===== config.mk =====
export PLATFORM = sky130hd
export DESIGN_NAME = median_adc_moisture_percent_top_flat
export DESIGN_NICKNAME = d
export VERILOG_FILES = /design/src/rtl/mapct_pkg.sv /design/src/rtl/mapct_if.sv /design/src/rtl/mapct_div.sv /design/src/rtl/mapct_select.sv /design/src/rtl/median_adc_moisture_percent_top.sv /design/src/flat_wrapper.sv
export SDC_FILE = /design/constraint.sdc
export NUM_CORES = 1
export LEC_CHECK = 0
export ABC_AREA = 1
export ABC_CLOCK_PERIOD_IN_PS = 7600
export BUFFER_PORTS_ARGS = -buffer_cell sky130_fd_sc_hd__buf_2
export CORE_MARGIN = 2
export CORE_UTILIZATION = 45
export CTS_CLUSTER_SIZE = 16
export DETAILED_ROUTE_END_ITERATION = 8
export GPL_TIMING_DRIVEN = 1
export HOLD_SLACK_MARGIN = 0.12
export SYNTH_ARGS = -nofsm -noshare
export SYNTH_HDL_FRONTEND = slang
export SYNTH_SLANG_ARGS = --single-unit

===== constraint.sdc =====
create_clock -name clk_i -period 7.6 [get_ports clk_i]
set_input_delay 0.76 -clock clk_i [delete_from_list [all_inputs] [get_ports clk_i]]
set_output_delay 0.76 -clock clk_i [all_outputs]
set_load 0.01 [all_outputs]

===== src/rtl/mapct_pkg.sv =====
// shared types and constants of the median moisture block
`timescale 1ns / 1ps
package mapct_pkg;

  // field widths
  localparam int unsigned SMP_W      = 12;
  localparam int unsigned VOLT_W     = 13;
  localparam int unsigned MOIST_W    = 14;
  localparam int unsigned CNT_CFG_W  = 5;
  localparam int unsigned CFG_IDX_W  = 2;
  localparam int unsigned CFG_DATA_W = 13;

  // serial divider widths
  localparam int unsigned DIV_W = 26;
  localparam int unsigned DEN_W = 12;

  // arithmetic constants
  localparam logic [SMP_W-1:0]   ADC_FULL_SCALE = 12'd4095;
  localparam logic [MOIST_W-1:0] PCT_SCALE      = 14'd10000;

  // register reset values
  localparam logic [SMP_W-1:0]     DRY_RST   = 12'd4095;
  localparam logic [SMP_W-1:0]     WET_RST   = 12'd0;
  localparam logic [VOLT_W-1:0]    VREF_RST  = 13'd3300;
  localparam logic [CNT_CFG_W-1:0] COUNT_RST = 5'd30;

  // configuration register indexes
  typedef enum logic [CFG_IDX_W-1:0] {
    REG_DRY   = 2'd0,
    REG_WET   = 2'd1,
    REG_VREF  = 2'd2,
    REG_COUNT = 2'd3
  } cfg_reg_e;

  // selection unit response
  typedef struct packed {
    logic             done;
    logic [SMP_W-1:0] median;
  } sel_rsp_t;

  // divider request and response
  typedef struct packed {
    logic             start;
    logic [DIV_W-1:0] dividend;
    logic [DEN_W-1:0] divisor;
  } div_req_t;

  typedef struct packed {
    logic             done;
    logic [DIV_W-1:0] quotient;
  } div_rsp_t;

endpackage


===== src/rtl/mapct_if.sv =====
// channel interfaces: sample input, result output, configuration write
`timescale 1ns / 1ps
interface mapct_in_if;
  logic                        valid;
  logic                        ready;
  logic [mapct_pkg::SMP_W-1:0] adc_sample;

  modport source (output valid, output adc_sample, input ready);
  modport sink   (input valid, input adc_sample, output ready);
endinterface

interface mapct_out_if;
  logic                          valid;
  logic                          ready;
  logic [mapct_pkg::SMP_W-1:0]   median_adc;
  logic [mapct_pkg::VOLT_W-1:0]  voltage_mv;
  logic [mapct_pkg::MOIST_W-1:0] moisture_hundredths;

  modport source (output valid, output median_adc, output voltage_mv,
                  output moisture_hundredths, input ready);
  modport sink   (input valid, input median_adc, input voltage_mv,
                  input moisture_hundredths, output ready);
endinterface

interface mapct_cfg_if;
  logic                             valid;
  logic                             ready;
  logic [mapct_pkg::CFG_IDX_W-1:0]  index;
  logic [mapct_pkg::CFG_DATA_W-1:0] data;

  modport source (output valid, output index, output data, input ready);
  modport sink   (input valid, input index, input data, output ready);
endinterface


===== src/rtl/mapct_div.sv =====
// restoring serial divider, one quotient bit per cycle
`timescale 1ns / 1ps
module mapct_div (
  input  logic                clk_i,
  input  logic                rst_ni,
  input  mapct_pkg::div_req_t req_i,
  output mapct_pkg::div_rsp_t rsp_o
);

  localparam int unsigned STEP_W = $clog2(mapct_pkg::DIV_W);
  localparam logic [STEP_W-1:0] LAST_STEP = STEP_W'(mapct_pkg::DIV_W - 1);

  logic                            busy_q;
  logic                            done_q;
  logic [STEP_W-1:0]               step_q;
  logic [mapct_pkg::DEN_W-1:0]     rem_q;
  logic [mapct_pkg::DEN_W-1:0]     den_q;
  logic [mapct_pkg::DIV_W-1:0]     quo_q;
  logic [mapct_pkg::DEN_W:0]       rem_sh;
  logic                            fits;
  logic [mapct_pkg::DEN_W:0]       rem_sub;

  // trial subtract of the shifted remainder
  assign rem_sh  = {rem_q, quo_q[mapct_pkg::DIV_W-1]};
  assign fits    = rem_sh >= {1'b0, den_q};
  assign rem_sub = rem_sh - {1'b0, den_q};

  // control
  always_ff @(posedge clk_i or negedge rst_ni) begin
    if (!rst_ni) begin
      busy_q <= 1'b0;
      done_q <= 1'b0;
      step_q <= '0;
    end else begin
      done_q <= 1'b0;
      if (req_i.start) begin
        busy_q <= 1'b1;
        step_q <= '0;
      end else if (busy_q) begin
        step_q <= step_q + 1'b1;
        if (step_q == LAST_STEP) begin
          busy_q <= 1'b0;
          done_q <= 1'b1;
        end
      end
    end
  end

  // datapath: dividend shifts out as quotient bits shift in
  always_ff @(posedge clk_i) begin
    if (req_i.start) begin
      quo_q <= req_i.dividend;
      den_q <= req_i.divisor;
      rem_q <= '0;
    end else if (busy_q) begin
      quo_q <= {quo_q[mapct_pkg::DIV_W-2:0], fits};
      rem_q <= fits ? rem_sub[mapct_pkg::DEN_W-1:0] : rem_sh[mapct_pkg::DEN_W-1:0];
    end
  end

  assign rsp_o.done     = done_q;
  assign rsp_o.quotient = quo_q;

endmodule


===== src/rtl/mapct_select.sv =====
// window memory and rank search for the upper median
`timescale 1ns / 1ps
module mapct_select #(
  parameter int unsigned MAX_SAMPLES = 30,
  parameter int unsigned IDX_W       = 5,
  parameter int unsigned LEN_W       = 5
) (
  input  logic                        clk_i,
  input  logic                        rst_ni,
  input  logic                        wr_en_i,
  input  logic [IDX_W-1:0]            wr_addr_i,
  input  logic [mapct_pkg::SMP_W-1:0] wr_data_i,
  input  logic                        start_i,
  input  logic [LEN_W-1:0]            len_i,
  input  logic [LEN_W-1:0]            target_i,
  output mapct_pkg::sel_rsp_t         rsp_o
);

  localparam logic [1:0] S_IDLE  = 2'd0;
  localparam logic [1:0] S_LOAD  = 2'd1;
  localparam logic [1:0] S_SCAN  = 2'd2;
  localparam logic [1:0] S_DRAIN = 2'd3;

  logic [mapct_pkg::SMP_W-1:0] mem [MAX_SAMPLES];
  logic [mapct_pkg::SMP_W-1:0] rd_q;
  logic [IDX_W-1:0]            rd_addr;

  logic [1:0]                  state_q;
  logic [IDX_W-1:0]            cand_idx_q;
  logic [IDX_W-1:0]            scan_idx_q;
  logic [IDX_W-1:0]            data_idx_q;
  logic                        data_vld_q;
  logic [LEN_W-1:0]            len_q;
  logic [LEN_W-1:0]            tgt_q;
  logic [LEN_W-1:0]            rank_q;
  logic [mapct_pkg::SMP_W-1:0] cand_q;
  logic                        below;
  logic [LEN_W-1:0]            rank_fin;
  logic                        found;

  // window memory, one write and one registered read per cycle
  assign rd_addr = (state_q == S_LOAD) ? cand_idx_q : scan_idx_q;

  always_ff @(posedge clk_i) begin
    if (wr_en_i) begin
      mem[wr_addr_i] <= wr_data_i;
    end
    rd_q <= mem[rd_addr];
  end

  // entry ranks below the candidate, ties broken by position
  assign below    = (rd_q < cand_q) || ((rd_q == cand_q) && (data_idx_q < cand_idx_q));
  assign rank_fin = rank_q + LEN_W'(below);
  assign found    = (state_q == S_DRAIN) && (rank_fin == tgt_q);

  // candidate and scan sequencer
  always_ff @(posedge clk_i or negedge rst_ni) begin
    if (!rst_ni) begin
      state_q    <= S_IDLE;
      cand_idx_q <= '0;
      scan_idx_q <= '0;
      data_idx_q <= '0;
      data_vld_q <= 1'b0;
      len_q      <= '0;
      tgt_q      <= '0;
      rank_q     <= '0;
    end else begin
      case (state_q)
        S_IDLE: begin
          if (start_i) begin
            len_q      <= len_i;
            tgt_q      <= target_i;
            cand_idx_q <= '0;
            state_q    <= S_LOAD;
          end
        end
        S_LOAD: begin
          scan_idx_q <= '0;
          data_vld_q <= 1'b0;
          rank_q     <= '0;
          state_q    <= S_SCAN;
        end
        S_SCAN: begin
          if (data_vld_q) begin
            rank_q <= rank_fin;
          end
          data_vld_q <= 1'b1;
          data_idx_q <= scan_idx_q;
          if (LEN_W'(scan_idx_q) == len_q - 1'b1) begin
            state_q <= S_DRAIN;
          end else begin
            scan_idx_q <= scan_idx_q + 1'b1;
          end
        end
        S_DRAIN: begin
          if (found) begin
            state_q <= S_IDLE;
          end else begin
            cand_idx_q <= cand_idx_q + 1'b1;
            state_q    <= S_LOAD;
          end
        end
        default: state_q <= S_IDLE;
      endcase
    end
  end

  // first read of a scan returns the candidate itself
  always_ff @(posedge clk_i) begin
    if ((state_q == S_SCAN) && !data_vld_q) begin
      cand_q <= rd_q;
    end
  end

  assign rsp_o.done   = found;
  assign rsp_o.median = cand_q;

endmodule


===== src/rtl/median_adc_moisture_percent_top.sv =====
// top level: median of an adc window with two-point moisture calibration
//
//   port      dir   role      payload
//   cfg_i     in    write     index, data (dry, wet, vref, sample count)
//   sample_i  in    samples   adc_sample
//   result_o  out   results   median_adc, voltage_mv, moisture_hundredths
//
// a sample that does not complete the window is stored and the sample side stays ready
// the window-closing sample runs a rank search over the window memory,
// trying each window slot as candidate with a load, a scan of the window
// and a drain up to the slot that holds the median, then a multiply, voltage
// scaling and a serial divide, skipped when the calibration forces zero moisture
// the single read port of the window memory sets the search length
// reset clears counters and control; the window memory is not cleared
// a stalled result sits in the output register while the next samples go in
`timescale 1ns / 1ps
module median_adc_moisture_percent_top #(
  parameter int unsigned MAX_SAMPLES = 30
) (
  input  logic           clk_i,
  input  logic           rst_ni,
  mapct_cfg_if.sink      cfg_i,
  mapct_in_if.sink       sample_i,
  mapct_out_if.source    result_o
);

  localparam int unsigned IDX_W = (MAX_SAMPLES > 1) ? $clog2(MAX_SAMPLES) : 1;
  localparam int unsigned LEN_W = $clog2(MAX_SAMPLES + 1);
  localparam int unsigned CW    = (LEN_W > mapct_pkg::CNT_CFG_W) ? LEN_W
                                                                 : mapct_pkg::CNT_CFG_W;

  localparam logic [2:0] ST_IDLE = 3'd0;
  localparam logic [2:0] ST_SEL  = 3'd1;
  localparam logic [2:0] ST_MUL  = 3'd2;
  localparam logic [2:0] ST_DIVV = 3'd3;
  localparam logic [2:0] ST_DIVM = 3'd4;
  localparam logic [2:0] ST_RES  = 3'd5;

  // configuration registers
  logic [mapct_pkg::SMP_W-1:0]     dry_q;
  logic [mapct_pkg::SMP_W-1:0]     wet_q;
  logic [mapct_pkg::VOLT_W-1:0]    vref_q;
  logic [mapct_pkg::CNT_CFG_W-1:0] count_q;

  logic [2:0]                      state_q;
  logic [LEN_W-1:0]                coll_q;
  logic [mapct_pkg::SMP_W-1:0]     med_q;
  logic [24:0]                     prod_v_q;
  logic                            zero_q;
  logic [mapct_pkg::VOLT_W-1:0]    volt_q;
  logic [mapct_pkg::MOIST_W-1:0]   moist_q;

  logic                            out_vld_q;
  logic [mapct_pkg::SMP_W-1:0]     out_med_q;
  logic [mapct_pkg::VOLT_W-1:0]    out_volt_q;
  logic [mapct_pkg::MOIST_W-1:0]   out_moist_q;

  logic                            in_acc;
  logic [CW-1:0]                   cnt_ext;
  logic [CW-1:0]                   len_ext;
  logic [LEN_W-1:0]                win_len;
  logic [LEN_W-1:0]                pos;
  logic                            win_last;
  logic                            out_load;

  logic [24:0]                     prod_v;
  logic [12:0]                     v_hi;
  logic [13:0]                     v_sum;
  logic [12:0]                     v_fold;
  logic [mapct_pkg::VOLT_W-1:0]    volt_d;
  logic [mapct_pkg::DIV_W-1:0]     prod_m_d;
  logic [mapct_pkg::DEN_W-1:0]     den_d;
  logic [mapct_pkg::SMP_W-1:0]     num_d;
  logic                            zero_d;
  logic [mapct_pkg::MOIST_W-1:0]   moist_clamp;

  mapct_pkg::sel_rsp_t             sel_rsp;
  mapct_pkg::div_req_t             div_req;
  mapct_pkg::div_rsp_t             div_rsp;

  // configuration writes, always accepted
  assign cfg_i.ready = 1'b1;

  always_ff @(posedge clk_i or negedge rst_ni) begin
    if (!rst_ni) begin
      dry_q   <= mapct_pkg::DRY_RST;
      wet_q   <= mapct_pkg::WET_RST;
      vref_q  <= mapct_pkg::VREF_RST;
      count_q <= mapct_pkg::COUNT_RST;
    end else if (cfg_i.valid) begin
      case (cfg_i.index)
        mapct_pkg::REG_DRY:   dry_q   <= cfg_i.data[mapct_pkg::SMP_W-1:0];
        mapct_pkg::REG_WET:   wet_q   <= cfg_i.data[mapct_pkg::SMP_W-1:0];
        mapct_pkg::REG_VREF:  vref_q  <= cfg_i.data[mapct_pkg::VOLT_W-1:0];
        mapct_pkg::REG_COUNT: count_q <= cfg_i.data[mapct_pkg::CNT_CFG_W-1:0];
        default: ;
      endcase
    end
  end

  // window length and write slot
  assign cnt_ext  = CW'(count_q);
  assign len_ext  = (cnt_ext == '0) ? CW'(1)
                  : ((cnt_ext > CW'(MAX_SAMPLES)) ? CW'(MAX_SAMPLES) : cnt_ext);
  assign win_len  = LEN_W'(len_ext);
  assign pos      = (coll_q >= win_len) ? (win_len - 1'b1) : coll_q;
  assign win_last = (pos + 1'b1) >= win_len;

  assign sample_i.ready = (state_q == ST_IDLE);
  assign in_acc         = sample_i.valid && sample_i.ready;

  mapct_select #(
    .MAX_SAMPLES (MAX_SAMPLES),
    .IDX_W       (IDX_W),
    .LEN_W       (LEN_W)
  ) u_select (
    .clk_i     (clk_i),
    .rst_ni    (rst_ni),
    .wr_en_i   (in_acc),
    .wr_addr_i (IDX_W'(pos)),
    .wr_data_i (sample_i.adc_sample),
    .start_i   (in_acc && win_last),
    .len_i     (win_len),
    .target_i  (win_len >> 1),
    .rsp_o     (sel_rsp)
  );

  // calibration: numerator, span and the no-result cases
  always_comb begin
    num_d  = '0;
    den_d  = '0;
    zero_d = 1'b1;
    if (dry_q > wet_q) begin
      num_d  = dry_q - med_q;
      den_d  = dry_q - wet_q;
      zero_d = med_q >= dry_q;
    end else if (wet_q > dry_q) begin
      num_d  = med_q - dry_q;
      den_d  = wet_q - dry_q;
      zero_d = med_q <= dry_q;
    end
  end

  assign prod_v   = 25'(med_q) * 25'(vref_q);
  assign prod_m_d = mapct_pkg::DIV_W'(num_d) * mapct_pkg::DIV_W'(mapct_pkg::PCT_SCALE);

  // voltage: divide by 4095 as x = 4096a + b = 4095a + (a + b), folded twice
  assign v_hi   = prod_v_q[24:12];
  assign v_sum  = {1'b0, v_hi} + {2'b0, prod_v_q[11:0]};
  assign v_fold = {11'b0, v_sum[13:12]} + {1'b0, v_sum[11:0]};
  assign volt_d = v_hi + {11'b0, v_sum[13:12]}
                + {12'b0, (v_fold >= {1'b0, mapct_pkg::ADC_FULL_SCALE})};

  // divider for the moisture quotient
  always_comb begin
    div_req.start    = (state_q == ST_MUL) && !zero_d;
    div_req.dividend = prod_m_d;
    div_req.divisor  = den_d;
  end

  mapct_div u_div (
    .clk_i  (clk_i),
    .rst_ni (rst_ni),
    .req_i  (div_req),
    .rsp_o  (div_rsp)
  );

  assign moist_clamp = (div_rsp.quotient > mapct_pkg::DIV_W'(mapct_pkg::PCT_SCALE))
                     ? mapct_pkg::PCT_SCALE
                     : div_rsp.quotient[mapct_pkg::MOIST_W-1:0];

  assign out_load = (state_q == ST_RES) && (!out_vld_q || result_o.ready);

  // sequencer over sample fill, search, multiply and divides
  always_ff @(posedge clk_i or negedge rst_ni) begin
    if (!rst_ni) begin
      state_q <= ST_IDLE;
      coll_q  <= '0;
    end else begin
      case (state_q)
        ST_IDLE: begin
          if (in_acc) begin
            if (win_last) begin
              coll_q  <= '0;
              state_q <= ST_SEL;
            end else begin
              coll_q  <= pos + 1'b1;
            end
          end
        end
        ST_SEL:  if (sel_rsp.done) state_q <= ST_MUL;
        ST_MUL:  state_q <= ST_DIVV;
        ST_DIVV: state_q <= zero_q ? ST_RES : ST_DIVM;
        ST_DIVM: if (div_rsp.done) state_q <= ST_RES;
        ST_RES:  if (out_load) state_q <= ST_IDLE;
        default: state_q <= ST_IDLE;
      endcase
    end
  end

  // result datapath
  always_ff @(posedge clk_i) begin
    if ((state_q == ST_SEL) && sel_rsp.done) begin
      med_q <= sel_rsp.median;
    end
    if (state_q == ST_MUL) begin
      prod_v_q <= prod_v;
      zero_q   <= zero_d;
    end
    if (state_q == ST_DIVV) begin
      volt_q  <= volt_d;
      moist_q <= '0;
    end
    if ((state_q == ST_DIVM) && div_rsp.done) begin
      moist_q <= moist_clamp;
    end
  end

  // output register
  always_ff @(posedge clk_i or negedge rst_ni) begin
    if (!rst_ni) begin
      out_vld_q <= 1'b0;
    end else if (out_load) begin
      out_vld_q <= 1'b1;
    end else if (result_o.ready) begin
      out_vld_q <= 1'b0;
    end
  end

  always_ff @(posedge clk_i) begin
    if (out_load) begin
      out_med_q   <= med_q;
      out_volt_q  <= volt_q;
      out_moist_q <= moist_q;
    end
  end

  assign result_o.valid               = out_vld_q;
  assign result_o.median_adc          = out_med_q;
  assign result_o.voltage_mv          = out_volt_q;
  assign result_o.moisture_hundredths = out_moist_q;

endmodule


===== src/flat_wrapper.sv =====
// flat-port wrapper written by rule: the top's interface ports become plain ports
module median_adc_moisture_percent_top_flat 
#(
  parameter int unsigned MAX_SAMPLES = 30
)
  (clk_i, rst_ni, cfg_i_valid, cfg_i_index, cfg_i_data, cfg_i_ready, sample_i_valid, sample_i_adc_sample, sample_i_ready, result_o_valid, result_o_median_adc, result_o_voltage_mv, result_o_moisture_hundredths, result_o_ready);
  mapct_cfg_if cfg_i_i ();
  mapct_in_if sample_i_i ();
  mapct_out_if result_o_i ();
  input  logic clk_i;
  input  logic rst_ni;
  input wire logic [$bits(cfg_i_i.valid)-1:0] cfg_i_valid;
  input wire logic [$bits(cfg_i_i.index)-1:0] cfg_i_index;
  input wire logic [$bits(cfg_i_i.data)-1:0] cfg_i_data;
  output wire logic [$bits(cfg_i_i.ready)-1:0] cfg_i_ready;
  input wire logic [$bits(sample_i_i.valid)-1:0] sample_i_valid;
  input wire logic [$bits(sample_i_i.adc_sample)-1:0] sample_i_adc_sample;
  output wire logic [$bits(sample_i_i.ready)-1:0] sample_i_ready;
  output wire logic [$bits(result_o_i.valid)-1:0] result_o_valid;
  output wire logic [$bits(result_o_i.median_adc)-1:0] result_o_median_adc;
  output wire logic [$bits(result_o_i.voltage_mv)-1:0] result_o_voltage_mv;
  output wire logic [$bits(result_o_i.moisture_hundredths)-1:0] result_o_moisture_hundredths;
  input wire logic [$bits(result_o_i.ready)-1:0] result_o_ready;
  assign cfg_i_i.valid = cfg_i_valid;
  assign cfg_i_i.index = cfg_i_index;
  assign cfg_i_i.data = cfg_i_data;
  assign cfg_i_ready = cfg_i_i.ready;
  assign sample_i_i.valid = sample_i_valid;
  assign sample_i_i.adc_sample = sample_i_adc_sample;
  assign sample_i_ready = sample_i_i.ready;
  assign result_o_valid = result_o_i.valid;
  assign result_o_median_adc = result_o_i.median_adc;
  assign result_o_voltage_mv = result_o_i.voltage_mv;
  assign result_o_moisture_hundredths = result_o_i.moisture_hundredths;
  assign result_o_i.ready = result_o_ready;
  median_adc_moisture_percent_top #(.MAX_SAMPLES(MAX_SAMPLES)) u_core (.clk_i(clk_i), .rst_ni(rst_ni), .cfg_i(cfg_i_i), .sample_i(sample_i_i), .result_o(result_o_i));
endmodule

==> impl_metrics.yaml <==
outcome:
  run_status: "completed"
critical_path:
  arrival_ns: 6.97
  slowest_stage: "edfxtp_1"
  cp.required_ns: 7.96
  crit_start: "u_core.med_q[0]"
  cpMostUsedCell: "nand2_1"
  ff2ff_path_depth: 32
  endpoint_kind: "flop"
  reg2reg_from: "u_core.med_q[0]"
  critPathKind: "reg -> reg"
  r2r-end: "u_core.u_div.quo_q[21]"
  critical_path.max_fanout: 16
  r2r_slack_ns: 0.99
  critPathMaxStageDelay_ns: 0.73
  cp-start-kind: "flop"
clocking:
  ctsResizeCount: 0
  cts-root-buf: "clkbuf_16"
  clkLatencyLatePin_ns: 0.63
  htree_levels: 3
  cts-buffers-inserted: 70
  hold_buffers: 1
  postCtsSetupBuffers: 0
  cts_buffer_depth: 3
  cts_tree: "done"
  clock-sinks: 624
  cts.clk_slew.worst_paths_ns: 0.06
global_route:
  met2_usage_pct: 35.4
  grt_pass1_wl_um: 139000
  grt.met3_usage_pct: 3.36
  grt-ovfl-total: 0
  grt_max_degree: 64
  antenna_found_initial: 0
  use_met1_pct: 29.9
  grt.total_usage_pct: 21.8
  busiest_layer: "met2"
  first_global_vias: 24900
yosys:
  synth_fp_nets: 4011
  avgSynthCellArea_um2: 9.98
  seq_area_frac_synth_pct: 50.3
  yosys.cell_types.count: 61
  synth-edff-count: 510
  async_reset_ff_share_pct: 13.8
  synth-seq-cells: 624
  syn_area_mm2: 0.0359
  synth_warnings: 0
  ys.flop_type: "edfxtp_1"
  synth_cells: 3600
timing:
  period_needed_ns: 6.61
  timing.fmax_mhz: 151
  setup_violations: 0
  hold_viol: 0
  fin_crit_sh_pct: 87.0
  skew_ns: 0.0284
  rsz0062_at_grt: "no"
  slew_headroom_pct: 21.3
  tightest_slew_ns: 1.18
  slew_viol_final: 0
  setup_tns_ns: 0
worst_hold_path:
  holdCritStartpoint: "cfg_i_data[12]"
  hold_path_class: "in -> reg"
  holdPathEnd: "u_core.vref_q[12]"
  min_path_cells: 2
layout:
  final_common_cell: "nand2_1"
  drive_above_1_share_pct: 8.25
  final_cell_mix: "620 x nand2_1, 510 x edfxtp_1, 495 x inv_1"
  layout-area-overhead-vs-synth_pct: 10.7
  nNetsFinal: 4074
  diodes: 0
placement:
  globalplace.congestion: 0.918
  dpl.hpwl_um: 60600
  port_buffers: 72
floorplanning:
  die-area_mm2: 0.0821
  fp.coreArea_mm2: 0.0790
  die_h_um: 287
  start_util_pct: 45.5
  pin_count: 74
  die_x_um: 287
  std_cell_rows: 103
detailed_routing:
  drc: 0
  firstDrtPassIters: 5
  drt-total-wl_um: 88200
  drt_iter0_markers: 1816
  viasPerCell: 5.29
  ant_nets: 0
  wire_per_inst_um: 18.5
  vias: 25200
flow_run:
  max-cap-violations: 0
[flip-flops by register name, summed over array words and instances (netlist names), 13 cells and up]
| signal | count |
|---|---|
| u_core.u_select.mem | 360 |
| u_core.prod_v_q | 25 |
| u_core.volt_q | 13 |
| u_core.result_o.voltage_mv | 13 |
| u_core.moist_q | 14 |
| u_core.result_o.moisture_hundredths | 14 |
| u_core.vref_q | 13 |
| u_core.u_div.quo_q | 26 |
[metrics by stage]
stage | setup WS, ns | instances | hold WS [ns] | instance area (µm²) | util (%)
after floorplan | 1.74 | 3600 | 0.400 | 35900 | -
after global placement | 1.05 | 4640 | 0.401 | 37400 | 47.4
after detailed placement | 1.03 | 4640 | 0.405 | 37400 | 47.4
after CTS | 0.974 | 4770 | 0.342 | 39800 | 50.3
after global routing | 0.240 | 4770 | 0.359 | 39800 | 50.3
final | 0.987 | 4770 | 0.372 | 39800 | 50.3
[cells by family after synthesis]
kind of cell,synth area share (%)
buffers and inverters,6.94
flip-flops,50.3
adder cells (fa/ha/maj),16.2
XOR/XNOR,2.32
AO/OA/AOI/OAI,10.6
multiplexers,0.0314
other,0.0104
AND/OR/NAND/NOR,13.7
[layer usage]
layer	wire length, µm	vias up
met2	40600	631
met5	0	-
met1	40100	12200
met3	4730	150
li1	-	12200
met4	2730	0
[synthesized netlist by cell type (all sizes together), types with 4 or more instances]
cell type,number,area [µm²]
nand2,641,2460
edfxtp,510,15300
inv,508,1910
o21ai,370,1860
nor2,330,1260
ha,238,2980
fa,141,2820
nand3,138,708
a21oi,121,609
clkbuf,96,362
xor2,66,578
dfrtp,64,1600
o221ai,50,438
o22ai,44,275
buf,36,208
nand4,29,181
xnor2,29,254
dfxtp,28,561
nor3,26,130
dfstp,22,578
o21a,15,113
a31oi,13,81.3
or2,13,81.3
o211ai,10,75.1
a21o,9,67.6
a211oi,6,45.0
o21bai,6,45.0
a21boi,5,41.3
o31ai,5,37.5
a221oi,4,35.0
a22o,4,35.0
nor4,4,25.0
[worst max path at each step]
stage,depth (start not counted),slack [ns],to
floorplan,26,1.74,u_core.u_div.quo_q[22]
global placement,32,1.05,u_core.u_div.quo_q[21]
detailed placement,32,1.03,u_core.u_div.quo_q[21]
CTS,32,0.97,u_core.u_div.quo_q[21]
global route,33,0.24,u_core.u_div.quo_q[21]
finish,32,0.99,u_core.u_div.quo_q[21]
[worst max-delay path: cells and delay by family, from the launching register on]
family                   cells  cell delay, ns
adder cells (fa/ha/maj)      8            2.98
flip-flops                   1            0.73
AO/OA/AOI/OAI                8            1.42
AND/OR/NAND/NOR             11            0.80
buffers and inverters        5            0.44
[area by class of cell]
type	count	area (µm²)
clock buffers	89	1850
clock inverters	40	443
fillers	7191	39200
inverters	511	1930
multi-input cells	2333	15400
flip-flops and latches	624	18100
well taps	1050	1310
repair buffers	123	748
Power is not shown: default switching activity piles up to over one toggle a cycle in this logic, so the estimate is an artifact.
